`config.mk`:
```
export PLATFORM = sky130hd
export DESIGN_NAME = radix_integer_to_ascii
export DESIGN_NICKNAME = d
export VERILOG_FILES = /design/src/rtl/core/ritoa_pkg.sv /design/src/rtl/core/ritoa_ram.sv /design/src/rtl/core/ritoa_div.sv /design/src/rtl/core/radix_integer_to_ascii.sv
export VERILOG_INCLUDE_DIRS = /design/src /design/src/rtl/core
export SDC_FILE = /design/constraint.sdc
export NUM_CORES = 1
export LEC_CHECK = 0
export ABC_AREA = 1
export BUFFER_PORTS_ARGS = -buffer_cell sky130_fd_sc_hd__buf_2
export CORE_MARGIN = 3
export CORE_UTILIZATION = 55
export DETAILED_ROUTE_END_ITERATION = 10
export PLACE_DENSITY = 0.78
export SETUP_SLACK_MARGIN = 0.2
export SLEW_MARGIN = 15
export SYNTH_ARGS = -nofsm -noshare
export SYNTH_HDL_FRONTEND = slang
export SYNTH_SLANG_ARGS = --single-unit
```
`constraint.sdc`:
```
create_clock -name i_clk -period 5.2 [get_ports i_clk]
set_clock_uncertainty 0.05 [all_clocks]
set_input_delay 1.04 -clock i_clk [delete_from_list [all_inputs] [get_ports i_clk]]
set_output_delay 1.04 -clock i_clk [all_outputs]
set_load 0.05 [all_outputs]
```
`src/rtl/core/radix_integer_to_ascii_defines.svh`:
```
// assertion macros for the radix integer to ascii block
// no dependencies; included by the top level
`ifndef RADIX_INTEGER_TO_ASCII_DEFINES_SVH
`define RADIX_INTEGER_TO_ASCII_DEFINES_SVH

`ifndef SYNTHESIS
`define RITOA_ASSERT_IMP(lbl, clk, rst_n, ante, cons) \
    lbl: assert property (@(posedge clk) disable iff (!rst_n) (ante) |-> (cons)) \
        else $error("ritoa check failed");
`define RITOA_ASSERT_NXT(lbl, clk, rst_n, ante, cons) \
    lbl: assert property (@(posedge clk) disable iff (!rst_n) (ante) |=> (cons)) \
        else $error("ritoa check failed");
`else
`define RITOA_ASSERT_IMP(lbl, clk, rst_n, ante, cons)
`define RITOA_ASSERT_NXT(lbl, clk, rst_n, ante, cons)
`endif

`endif

```
`src/rtl/core/ritoa_pkg.sv`:
```
// shared types, constants and helpers for the radix integer to ascii block
// no dependencies
package ritoa_pkg;

    localparam int VALUE_WIDTH_DEF = 64;
    localparam int MAX_DIGITS_DEF  = 64;

    localparam int VALUE_PORT_W = 64;
    localparam int DIGIT_W      = 6;
    localparam int CHAR_W       = 7;
    localparam int COUNT_W      = 7;
    localparam int CFG_IDX_W    = 2;
    localparam int CFG_DATA_W   = 7;

    localparam logic [CFG_IDX_W-1:0] CFG_RADIX   = 2'd0;
    localparam logic [CFG_IDX_W-1:0] CFG_MIN_LEN = 2'd1;

    localparam logic [DIGIT_W-1:0] RADIX_MIN   = 6'd2;
    localparam logic [DIGIT_W-1:0] RADIX_MAX   = 6'd36;
    localparam logic [DIGIT_W-1:0] RADIX_RESET = 6'd10;

    localparam logic [CHAR_W-1:0] ASCII_ZERO = 7'd48;
    localparam logic [CHAR_W-1:0] ASCII_A    = 7'd65;
    localparam logic [DIGIT_W-1:0] DEC_TEN   = 6'd10;

    typedef struct packed {
        logic               step;   // a digit finished this cycle
        logic [DIGIT_W-1:0] digit;
        logic               more;   // quotient nonzero, another digit follows
    } t_div_status;

    function automatic logic [CHAR_W-1:0] digit_to_ascii(input logic [DIGIT_W-1:0] d);
        logic [CHAR_W-1:0] res;
        if (d < DEC_TEN) begin
            res = {1'b0, d} + ASCII_ZERO;
        end else begin
            res = {1'b0, d} - {1'b0, DEC_TEN} + ASCII_A;
        end
        return res;
    endfunction

endpackage

```
`src/rtl/core/ritoa_ram.sv`:
```
// generic single write port memory with registered read
// no dependencies
module ritoa_ram #(
    parameter int WIDTH = 8,
    parameter int DEPTH = 64
) (
    input  logic                     i_clk,
    input  logic                     i_we,
    input  logic [$clog2(DEPTH)-1:0] i_waddr,
    input  logic [WIDTH-1:0]         i_wdata,
    input  logic [$clog2(DEPTH)-1:0] i_raddr,
    output logic [WIDTH-1:0]         o_rdata
);

    logic [WIDTH-1:0] r_mem [DEPTH];
    logic [WIDTH-1:0] r_rdata;

    always_ff @(posedge i_clk) begin
        if (i_we) begin
            r_mem[i_waddr] <= i_wdata;
        end
        r_rdata <= r_mem[i_raddr];
    end

    assign o_rdata = r_rdata;

endmodule

```
`src/rtl/core/ritoa_div.sv`:
```
// bit-serial restoring divider: peels off one digit per pass over all VALUE_WIDTH quotient bits
// depends on ritoa_pkg
module ritoa_div #(
    parameter int VALUE_WIDTH = ritoa_pkg::VALUE_WIDTH_DEF
) (
    input  logic                             i_clk,
    input  logic                             i_rst_n,
    input  logic                             i_start,
    input  logic [VALUE_WIDTH-1:0]           i_value,
    input  logic [ritoa_pkg::DIGIT_W-1:0]    i_radix,
    output ritoa_pkg::t_div_status           o_status
);

    localparam int BW = $clog2(VALUE_WIDTH);
    localparam int DW = ritoa_pkg::DIGIT_W;

    logic                   r_run, n_run;
    logic [VALUE_WIDTH-1:0] r_quo, n_quo;
    logic [DW-1:0]          r_rem, n_rem;
    logic                   r_nz, n_nz;
    logic [BW-1:0]          r_bitcnt, n_bitcnt;

    logic [DW:0]   w_trial;
    logic          w_ge;
    logic [DW-1:0] w_rem;
    logic [DW:0]   w_diff;
    logic          w_last;

    always_comb begin
        w_trial = {r_rem, r_quo[VALUE_WIDTH-1]};
        w_diff  = w_trial - {1'b0, i_radix};
        w_ge    = (w_trial >= {1'b0, i_radix});
        w_rem   = w_ge ? w_diff[DW-1:0] : w_trial[DW-1:0];
        w_last  = (r_bitcnt == BW'(VALUE_WIDTH - 1));
    end

    assign o_status.step  = r_run && w_last;
    assign o_status.digit = w_rem;
    assign o_status.more  = r_nz | w_ge;

    always_comb begin
        n_run    = r_run;
        n_quo    = r_quo;
        n_rem    = r_rem;
        n_nz     = r_nz;
        n_bitcnt = r_bitcnt;
        if (i_start) begin
            n_run    = 1'b1;
            n_quo    = i_value;
            n_rem    = '0;
            n_nz     = 1'b0;
            n_bitcnt = '0;
        end else if (r_run) begin
            n_quo = {r_quo[VALUE_WIDTH-2:0], w_ge};
            if (w_last) begin
                // quotient is complete, restart on it if nonzero
                n_run    = r_nz | w_ge;
                n_rem    = '0;
                n_nz     = 1'b0;
                n_bitcnt = '0;
            end else begin
                n_rem    = w_rem;
                n_nz     = r_nz | w_ge;
                n_bitcnt = r_bitcnt + 1'b1;
            end
        end
    end

    always_ff @(posedge i_clk) begin
        if (!i_rst_n) begin
            r_run    <= 1'b0;
            r_bitcnt <= '0;
        end else begin
            r_run    <= n_run;
            r_bitcnt <= n_bitcnt;
        end
        r_quo <= n_quo;
        r_rem <= n_rem;
        r_nz  <= n_nz;
    end

endmodule

```
`src/rtl/core/radix_integer_to_ascii.sv`:
```
// top level: radix integer to ascii converter with config registers and output stage
// depends on ritoa_pkg, ritoa_div, ritoa_ram and radix_integer_to_ascii_defines.svh
//
//  channel  direction  handshake                payload
//  input    in         i_valid / o_stall        i_value
//  output   out        o_valid / i_stall        o_digit_char, o_char_count, o_last
//  config   in         i_cfg_valid / o_cfg_ready i_cfg_index, i_cfg_data
//
// per item, the bit-serial divider makes one quotient bit per cycle and peels off one digit
// per pass; each character then passes a memory read state and a load state, and the load
// waits while the output is stalled
// reset (i_rst_n low, synchronous) sets radix 10, minimum length 0 and empties the output
// a stalled output holds its character; the next item is taken once the last one is loaded
`include "radix_integer_to_ascii_defines.svh"

module radix_integer_to_ascii #(
    parameter int MAX_DIGITS  = ritoa_pkg::MAX_DIGITS_DEF,
    parameter int VALUE_WIDTH = ritoa_pkg::VALUE_WIDTH_DEF
) (
    input  logic                                i_clk,
    input  logic                                i_rst_n,
    input  logic                                i_valid,
    output logic                                o_stall,
    input  logic [ritoa_pkg::VALUE_PORT_W-1:0]  i_value,
    output logic                                o_valid,
    input  logic                                i_stall,
    output logic [ritoa_pkg::CHAR_W-1:0]        o_digit_char,
    output logic [ritoa_pkg::COUNT_W-1:0]       o_char_count,
    output logic                                o_last,
    input  logic                                i_cfg_valid,
    output logic                                o_cfg_ready,
    input  logic [ritoa_pkg::CFG_IDX_W-1:0]     i_cfg_index,
    input  logic [ritoa_pkg::CFG_DATA_W-1:0]    i_cfg_data
);

    localparam int AW = $clog2(MAX_DIGITS);
    localparam int CW = $clog2(MAX_DIGITS + 1);
    localparam int DW = ritoa_pkg::DIGIT_W;

    typedef enum logic [3:0] {
        ST_IDLE = 4'b0001,
        ST_DIV  = 4'b0010,
        ST_READ = 4'b0100,
        ST_LOAD = 4'b1000
    } t_state;

    t_state r_state, n_state;

    logic [DW-1:0] r_radix, n_radix;
    logic [CW-1:0] r_min, n_min;
    logic [CW-1:0] r_ndig, n_ndig;
    logic [CW-1:0] r_total, n_total;
    logic [AW-1:0] r_idx, n_idx;

    logic                             r_out_valid, n_out_valid;
    logic [ritoa_pkg::CHAR_W-1:0]     r_char, n_char;
    logic [ritoa_pkg::COUNT_W-1:0]    r_count, n_count;
    logic                             r_last, n_last;

    ritoa_pkg::t_div_status w_div;
    logic                   w_start;
    logic                   w_we;
    logic [DW-1:0]          w_rdata;
    logic [DW-1:0]          w_digit;
    logic [CW-1:0]          w_ndig_inc;
    logic [CW-1:0]          w_total;
    logic [CW-1:0]          w_total_m1;
    logic                   w_room;
    logic                   w_load;
    logic [DW-1:0]          w_cfg_r;
    logic [CW-1:0]          w_cfg_m;

    assign o_stall     = (r_state != ST_IDLE);
    assign o_cfg_ready = 1'b1;
    assign w_start     = (r_state == ST_IDLE) && i_valid;
    assign w_room      = (r_ndig < CW'(MAX_DIGITS));
    assign w_we        = (r_state == ST_DIV) && w_div.step && w_room;

    ritoa_div #(
        .VALUE_WIDTH (VALUE_WIDTH)
    ) u_div (
        .i_clk    (i_clk),
        .i_rst_n  (i_rst_n),
        .i_start  (w_start),
        .i_value  (i_value[VALUE_WIDTH-1:0]),
        .i_radix  (r_radix),
        .o_status (w_div)
    );

    ritoa_ram #(
        .WIDTH (DW),
        .DEPTH (MAX_DIGITS)
    ) u_store (
        .i_clk   (i_clk),
        .i_we    (w_we),
        .i_waddr (r_ndig[AW-1:0]),
        .i_wdata (w_div.digit),
        .i_raddr (r_idx),
        .o_rdata (w_rdata)
    );

    // config writes, clamped into range; the radix is first cut to the low DIGIT_W data bits
    always_comb begin
        n_radix = r_radix;
        n_min   = r_min;
        w_cfg_r = i_cfg_data[DW-1:0];
        if (w_cfg_r < ritoa_pkg::RADIX_MIN) begin
            w_cfg_r = ritoa_pkg::RADIX_MIN;
        end else if (w_cfg_r > ritoa_pkg::RADIX_MAX) begin
            w_cfg_r = ritoa_pkg::RADIX_MAX;
        end
        if (i_cfg_data > ritoa_pkg::CFG_DATA_W'(MAX_DIGITS)) begin
            w_cfg_m = CW'(MAX_DIGITS);
        end else begin
            w_cfg_m = i_cfg_data[CW-1:0];
        end
        if (i_cfg_valid && o_cfg_ready) begin
            unique case (i_cfg_index)
                ritoa_pkg::CFG_RADIX:   n_radix = w_cfg_r;
                ritoa_pkg::CFG_MIN_LEN: n_min   = w_cfg_m;
                default: ;
            endcase
        end
    end

    always_comb begin
        w_ndig_inc = r_ndig + CW'(w_room);
        w_total    = (w_ndig_inc > r_min) ? w_ndig_inc : r_min;
        w_total_m1 = w_total - 1'b1;
        // positions above the real digits are padding zeros
        w_digit    = (CW'(r_idx) >= r_ndig) ? '0 : w_rdata;
        w_load     = (r_state == ST_LOAD) && (!r_out_valid || !i_stall);
    end

    always_comb begin
        n_state     = r_state;
        n_ndig      = r_ndig;
        n_total     = r_total;
        n_idx       = r_idx;
        n_char      = r_char;
        n_count     = r_count;
        n_last      = r_last;
        n_out_valid = r_out_valid && i_stall;
        unique case (r_state)
            ST_IDLE: begin
                if (i_valid) begin
                    n_ndig  = '0;
                    n_state = ST_DIV;
                end
            end
            ST_DIV: begin
                if (w_div.step) begin
                    n_ndig = w_ndig_inc;
                    if (!w_div.more) begin
                        n_total = w_total;
                        n_idx   = w_total_m1[AW-1:0];
                        n_state = ST_READ;
                    end
                end
            end
            ST_READ: begin
                n_state = ST_LOAD;
            end
            ST_LOAD: begin
                if (w_load) begin
                    n_out_valid = 1'b1;
                    n_char      = ritoa_pkg::digit_to_ascii(w_digit);
                    n_count     = ritoa_pkg::COUNT_W'(r_total);
                    n_last      = (r_idx == '0);
                    if (r_idx == '0) begin
                        n_state = ST_IDLE;
                    end else begin
                        n_idx   = r_idx - 1'b1;
                        n_state = ST_READ;
                    end
                end
            end
            default: n_state = ST_IDLE;
        endcase
    end

    always_ff @(posedge i_clk) begin
        if (!i_rst_n) begin
            r_state     <= ST_IDLE;
            r_out_valid <= 1'b0;
            r_radix     <= ritoa_pkg::RADIX_RESET;
            r_min       <= '0;
        end else begin
            r_state     <= n_state;
            r_out_valid <= n_out_valid;
            r_radix     <= n_radix;
            r_min       <= n_min;
        end
        r_ndig  <= n_ndig;
        r_total <= n_total;
        r_idx   <= n_idx;
        r_char  <= n_char;
        r_count <= n_count;
        r_last  <= n_last;
    end

    assign o_valid      = r_out_valid;
    assign o_digit_char = r_char;
    assign o_char_count = r_count;
    assign o_last       = r_last;

    `RITOA_ASSERT_NXT(a_take_starts_div, i_clk, i_rst_n, i_valid && !o_stall, r_state == ST_DIV)
    `RITOA_ASSERT_IMP(a_mid_run_busy, i_clk, i_rst_n, o_valid && !o_last, r_state != ST_IDLE)
    `RITOA_ASSERT_IMP(a_idx_in_total, i_clk, i_rst_n, r_state == ST_LOAD, CW'(r_idx) < r_total)
    `RITOA_ASSERT_IMP(a_radix_range, i_clk, i_rst_n, 1'b1, r_radix >= ritoa_pkg::RADIX_MIN && r_radix <= ritoa_pkg::RADIX_MAX)

endmodule
```
==> flow_summary.toml, run 1 <==
[run_status]
status = "complete, no violations"

[floorplanning]
rows = 72
fp.dieW_um = 207
start_util_pct = 56.6
core_area_um2 = 39300
io_pins = 96
die_h_um = 207
die_area_um2 = 42800

[clocking]
postCtsHoldBufs = 0
cts_setup_buffers = 0
clk_latency_ns = 0.58
ctsLongestPathBuffers = 3
cts_root_buffer = "clkbuf_16"
cts-htree-levels = 2
clock_sinks = 521
cts.repair.resized = 0
numCtsBuffers = 50
cts_tree = "yes"
clkSlewWorstSetupHoldPaths_ns = 0.06

[synth]
synth_seq_area_share_pct = 68.7
syn_nets = 2075
yosys-top-cells-area = "edfxtp_1, nand2_1, nor2_1"
synth.top_cell.area_share_pct = 65.3
syn_area_um2 = 22200
synth.distinct_cells = 48
avgSynthCellArea_um2 = 11.3
yosysTopAreaCell = "edfxtp_1"
postSynthRegisterBits = 521
ys_warn_count = 0
syn_inst = 1970

[finish]
nFillCells = 3004
areaGrowthSynthToFinish_pct = 11.4
antenna_cells = 0
nNetsFinal = 2139
final_cells = 2594
final_util_pct = 63.0
drive_gt1_share_pct = 11.9
mostFrequentLayoutCells = "edfxtp_1, nand2_1, nor2_1, o21ai_0, buf_2"
final_common_cell = "edfxtp_1"

[timing]
finalSetupViolCount = 0
grt_setup_unrepaired = "no"
whs_ns = 0.356
tightest_slew_ns = 1.18
clock.fmax_mhz = 272
min_period_ns = 3.68
final-hold-violation-count = 0
setup_slack_ns = 1.52
timing.setup.tns_ns = 0
period_share_pct = 70.7
max_slew_margin_pct = 21.0
drv_slew = 0

[setup_path]
cp.arrival_ns = 3.96
cp-end-kind = "flip-flop"
required_ns = 5.48
ff2ff_path_depth = 19
path_class = "reg2reg"
cp-start-kind = "flip-flop"
cp_max_fo = 11

[job]
maxCapViolCount = 0

[global_routing]
grt.overflow.total = 0
groute.usage.overall_pct = 24.1
antenna_found_initial = 0
grt_start_max_net_pins = 102
grt_pass1_wl_mm = 80.6
grt_pass1_vias = 15100

[routing]
vias = 15300
drcViolationCount = 0
routed_wl_mm = 51.7
viasPerCell = 5.88
antenna_left = 0
wl_per_cell_um = 19.9
dr.pass1.iters = 7
drtIter0Drc = 1543

[pwr]
p_int_mw = 8.72
p_sw_share_pct = 29.9
clockPowerShare_pct = 29.5
p_switching_mw = 3.72
comb_power_share_pct = 20.6
p_per_area_nw_per_um2 = 503
ir_drop_mv = 0.484
seq_power_share_pct = 50.0
leakage_nw = 9.14

[placed_design]
dp_cells = 2500
port_buffers = 94
dpl.hpwl_mm = 31.0
gp_congestion = 0.931
preCtsSetupSlack_ns = 1.58

[hold_path]
hp-class = "reg2reg"
min_path_cells = 0
power by group through the flow:
stage	Sequential (mW)	Combinational (mW)	Clock (mW)
detailed placement	6.30	2.52	0
CTS	6.22	2.53	3.71
global placement	6.29	2.40	0
floorplan	6.43	1.38	0
finish	6.22	2.56	3.67
global route	6.24	2.80	3.87
through the flow:
step           area, µm²  power [mW]
5_1_grt            24700        12.9
2_1_floorplan      22200        7.81
3_3_place_gp       23100        8.69
4_1_cts            24700        12.4
6_report           24700        12.4
3_5_place_dp       23100        8.82
layer usage:
| layer | track usage [%] | wire length [µm] | up-vias |
|---|---|---|---|
| met4 | 8.48 | 1500 | 0 |
| met5 | 0 | 0 | - |
| met2 | 39.5 | 24900 | 775 |
| li1 | - | - | 7064 |
| met3 | 4.23 | 4870 | 117 |
| met1 | 32.9 | 20500 | 7298 |
layout make-up:
cell class | instances | area, µm² | area share (%)
clock buffers | 76 | 1520 | 6.16
clock inverters | 18 | 168 | 0.678
well taps | 518 | 648 | 2.62
multi-input cells | 1254 | 6170 | 24.9
repair buffers | 113 | 613 | 2.48
flip-flops and latches | 521 | 15300 | 61.7
inverters | 94 | 357 | 1.44
critical path: stages (launching register included):
cell and delay (ns):
edfxtp_1 0.41, inv_2 0.14, ha_1 0.22, ha_1 0.19
nand2_1 0.10, nor2_1 0.16, xor2_1 0.27, inv_1 0.09
ha_1 0.31, nand2_2 0.08, nor2_4 0.15, nand2_2 0.08
nand2_4 0.11, nand2_2 0.14, nand2_1 0.09, o21ai_1 0.11
o21ai_4 0.21, ha_1 0.23, nand3_1 0.12, xor2_1 0.15
worst paths after layout:
path | startpoint | end | slack, ns
worst max register to register | r_ndig[6] | r_idx[4] | 1.52
worst min register to register | r_total[1] | o_char_count[1] | 0.36
worst max-delay path | r_ndig[6] | r_idx[4] | 1.52
worst min-delay path | r_total[1] | o_char_count[1] | 0.36
registers in the layout, indices dropped and copies added (netlist names), 7 cells and up:
| register | count |
|---|---|
| o_digit_char | 7 |
| u_store.r_mem | 384 |
| o_char_count | 7 |
| r_total | 7 |
| u_div.r_quo | 64 |
| r_ndig | 7 |
| r_min | 7 |
cell usage after synthesis (all sizes together):
master  count
edfxtp    483
nand2     409
nor2      318
o21ai     234
inv        92
o22ai      74
nand3      71
clkbuf     51
buf        50
dfxtp      38
a21oi      33
ha         26
o221ai     19
a31oi      12
xor2       12
o211ai      8
nor3        7
a211oi      6
nand4       6
a22o        4
nand3b      3
or2         3
clkinv      2
xnor2       2
a21o        1
a22oi       1
conb        1
fa          1
nor4        1
o211a       1
o311ai      1
kinds of logic (layout without fill, tap and decap cells):
family | Yosys count | count (layout) | share of synthesized area, %
other | 1 | 1 | 0.0169
buffers and inverters | 195 | 301 | 3.77
AO/OA/AOI/OAI | 394 | 394 | 10.1
AND/OR/NAND/NOR | 818 | 818 | 15.3
adder cells (fa/ha/maj) | 27 | 27 | 1.55
flip-flops | 521 | 521 | 68.7
XOR/XNOR | 14 | 14 | 0.586
No activity file was read; power rests on OpenSTA's default activity.
==> run 2: changes to the inputs <==
--- a/config.mk
+++ b/config.mk
@@ -6,7 +6,7 @@
 export SDC_FILE = /design/constraint.sdc
 export NUM_CORES = 1
 export LEC_CHECK = 0
-export ABC_AREA = 1
+export ABC_AREA = 0
 export BUFFER_PORTS_ARGS = -buffer_cell sky130_fd_sc_hd__buf_2
 export CORE_MARGIN = 3
 export CORE_UTILIZATION = 55
==> constraint.sdc (replaced) <==
create_clock -name i_clk -period 3.62 [get_ports i_clk]
set_clock_uncertainty 0.05 [all_clocks]
set_input_delay 0.724 -clock i_clk [delete_from_list [all_inputs] [get_ports i_clk]]
set_output_delay 0.724 -clock i_clk [all_outputs]
set_load 0.05 [all_outputs]
==> flow_summary.toml, run 2 <==
[run_status]
status = "complete, no violations"

[routing]
antenna_left = 0
drtIter0Drc = 1148
met1Wirelength_mm = 18.3
viasPerCell = 5.94
dr.max_layer_used = "met4"
dr.pass1.iters = 5
drcViolationCount = 0
wl_met2_mm = 23.7
vias = 12400
routed_wl_mm = 46.8
wl_per_cell_um = 22.5
dr_wl_met3_mm = 3.40

[synth]
synth_top_family_by_area = "multiplexers"
synthMuxAreaShare_pct = 13.0
synthFlopType = "edfxtp_1"
yosysMostFrequentCell = "edfxtp_1"
yosys-top-cells-area = "edfxtp_1, mux4_2, nand2_1"
synth_common_cells = "edfxtp_1, nand2_1, mux4_2, nor2_1, inv_1"
synth.top_cell.area_share_pct = 67.3
ys_warn_count = 0
synthArstFlopShare_pct = 0
synth_seq_area_share_pct = 70.8
syn_nets = 1460
syn_area_um2 = 21600
avgSynthCellArea_um2 = 15.9
synth-compound-area-share_pct = 3.41
synth_enable_flop_cells = 483
synth_xor_area_share_pct = 0.731
syn_inst = 1355
yosysTopAreaCell = "edfxtp_1"
synth.distinct_cells = 62
postSynthRegisterBits = 521
synth_fa_ha_area_share_pct = 1.60
synthSimpleGateAreaFrac_pct = 8.35

[setup_path]
cp-startpoint = "r_ndig[6]"
r2r_start = "r_ndig[6]"
cp-start-kind = "flip-flop"
path_class = "reg2reg"
required_ns = 3.85
cp_max_fo = 6
cp.arrival_ns = 3.79
cp-end-kind = "flip-flop"

[global_routing]
grt_start_max_net_pins = 99
grt_pass1_wl_mm = 72.4
grt_pass1_vias = 12700
antenna_found_initial = 0
grt.overflow.total = 0
groute.usage.overall_pct = 22.6

[floorplanning]
rows = 71
start_util_pct = 56.6
die_area_um2 = 41600
io_pins = 96
die_h_um = 204
core_area_um2 = 38100
fp.dieW_um = 204

[hold_path]
hp-class = "reg2reg"
hp-start = "r_total[1]"

[clocking]
cts_root_buffer = "clkbuf_16"
cts-htree-levels = 2
ctsLongestPathBuffers = 3
clkSlewWorstSetupHoldPaths_ns = 0.06
clk_latency_ns = 0.58
postCtsHoldBufs = 0
clock_sinks = 521
numCtsBuffers = 50
cts_tree = "yes"

[timing]
drv_slew = 0
timing.setup.tns_ns = 0
tightest_slew_ns = 1.24
finalSetupViolCount = 0
period_share_pct = 98.4
min_period_ns = 3.56
max_slew_margin_pct = 16.8
grt_setup_unrepaired = "yes"
clock.fmax_mhz = 281
final-hold-violation-count = 0

[finish]
nNetsFinal = 1635
mostFrequentLayoutCells = "edfxtp_1, nand2_1, mux4_2, nor2_1, buf_2"
final_common_cell = "edfxtp_1"
drive_gt1_share_pct = 26.4
nFillCells = 2494
antenna_cells = 0
regMostFlops = "u_store.r_mem"
reg.largest.list = "u_store.r_mem (384), u_div.r_quo (64)"
final_cells = 2082
largest_register_ffs = 384
areaGrowthSynthToFinish_pct = 15.9
stdcell_area_um2 = 25000

[pwr]
p_total_mw = 16.7
p_per_area_nw_per_um2 = 670
leakage_nw = 8.84
ir_drop_mv = 0.578

[placed_design]
dpl.hpwl_mm = 28.0
port_buffers = 94
dp_cells = 1976
dpl_cell_area_um2 = 23100
gp_congestion = 0.856

[job]
maxCapViolCount = 0
[run 2: cells by family after synthesis]
family / count (synthesis)
adder cells (fa/ha/maj): 27
multiplexers: 141
flip-flops: 521
AND/OR/NAND/NOR: 427
buffers and inverters: 104
AO/OA/AOI/OAI: 116
XOR/XNOR: 18
other: 1
[run 2: stage by stage]
| step | hold WS, ns | worst slack [ns] | utilization (%) |
|---|---|---|---|
| 4_1_cts | 0.349 | 0.203 | 64.9 |
| 6_report | 0.373 | 0.0591 | 65.5 |
| 3_5_place_dp | 0.360 | 0.0384 | 60.5 |
| 3_3_place_gp | 0.355 | 0.140 | 60.5 |
| 2_1_floorplan | 0.350 | 0.215 | - |
| 5_1_grt | 0.369 | -0.0648 | 65.5 |
[run 2: path summary, 6_finish.rpt]
check	endpoint	slack, ns	cells past startpoint
min reg2reg	o_char_count[1]	0.37	0
min	o_char_count[1]	0.37	0
max reg2reg	r_idx[2]	0.06	17
max	r_idx[2]	0.06	17
[run 2: metal layers]
metal | up-vias | track usage [%]
met5 | - | 0
li1 | 5500 | -
met2 | 591 | 37.2
met3 | 94 | 3.77
met4 | 0 | 7.59
met1 | 6185 | 31.1
[run 2: critical path: stages (launching register included)]
cell and delay (ns):
edfxtp_1 0.40, inv_2 0.10, ha_4 0.16, ha_4 0.15
nand3_2 0.11, xnor2_2 0.23, inv_2 0.12, ha_4 0.31
nand4_1 0.15, a21o_1 0.27, a21o_4 0.28, mux2i_4 0.21
a21oi_2 0.19, inv_1 0.09, ha_2 0.20, inv_2 0.07
buf_4 0.11, xnor2_1 0.09
[run 2: power by group]
| group | leakage (nW) | internal (mW) | switching (mW) |
|---|---|---|---|
| sequential | 4.75 | 8.41 | 0.141 |
| combinational | 3.31 | 0.843 | 2.29 |
| clock | 0.777 | 2.90 | 2.15 |
[run 2: layout make-up]
type / count / area, µm² / share of cell area (%)
clock buffer: 66 / 1340 / 5.37
clock inverter: 27 / 248 / 0.992
inverter: 44 / 165 / 0.661
multi-input combinational: 730 / 6100 / 24.4
sequential: 521 / 15300 / 61.1
tap: 511 / 639 / 2.56
timing repair buffer: 183 / 1220 / 4.87
[run 2: repair_timing]
action,4_1_cts,5_1_grt
pin swaps,3,15
resized for setup,9,33
endpoints found under the setup margin,3,8
setup buffers,3,10
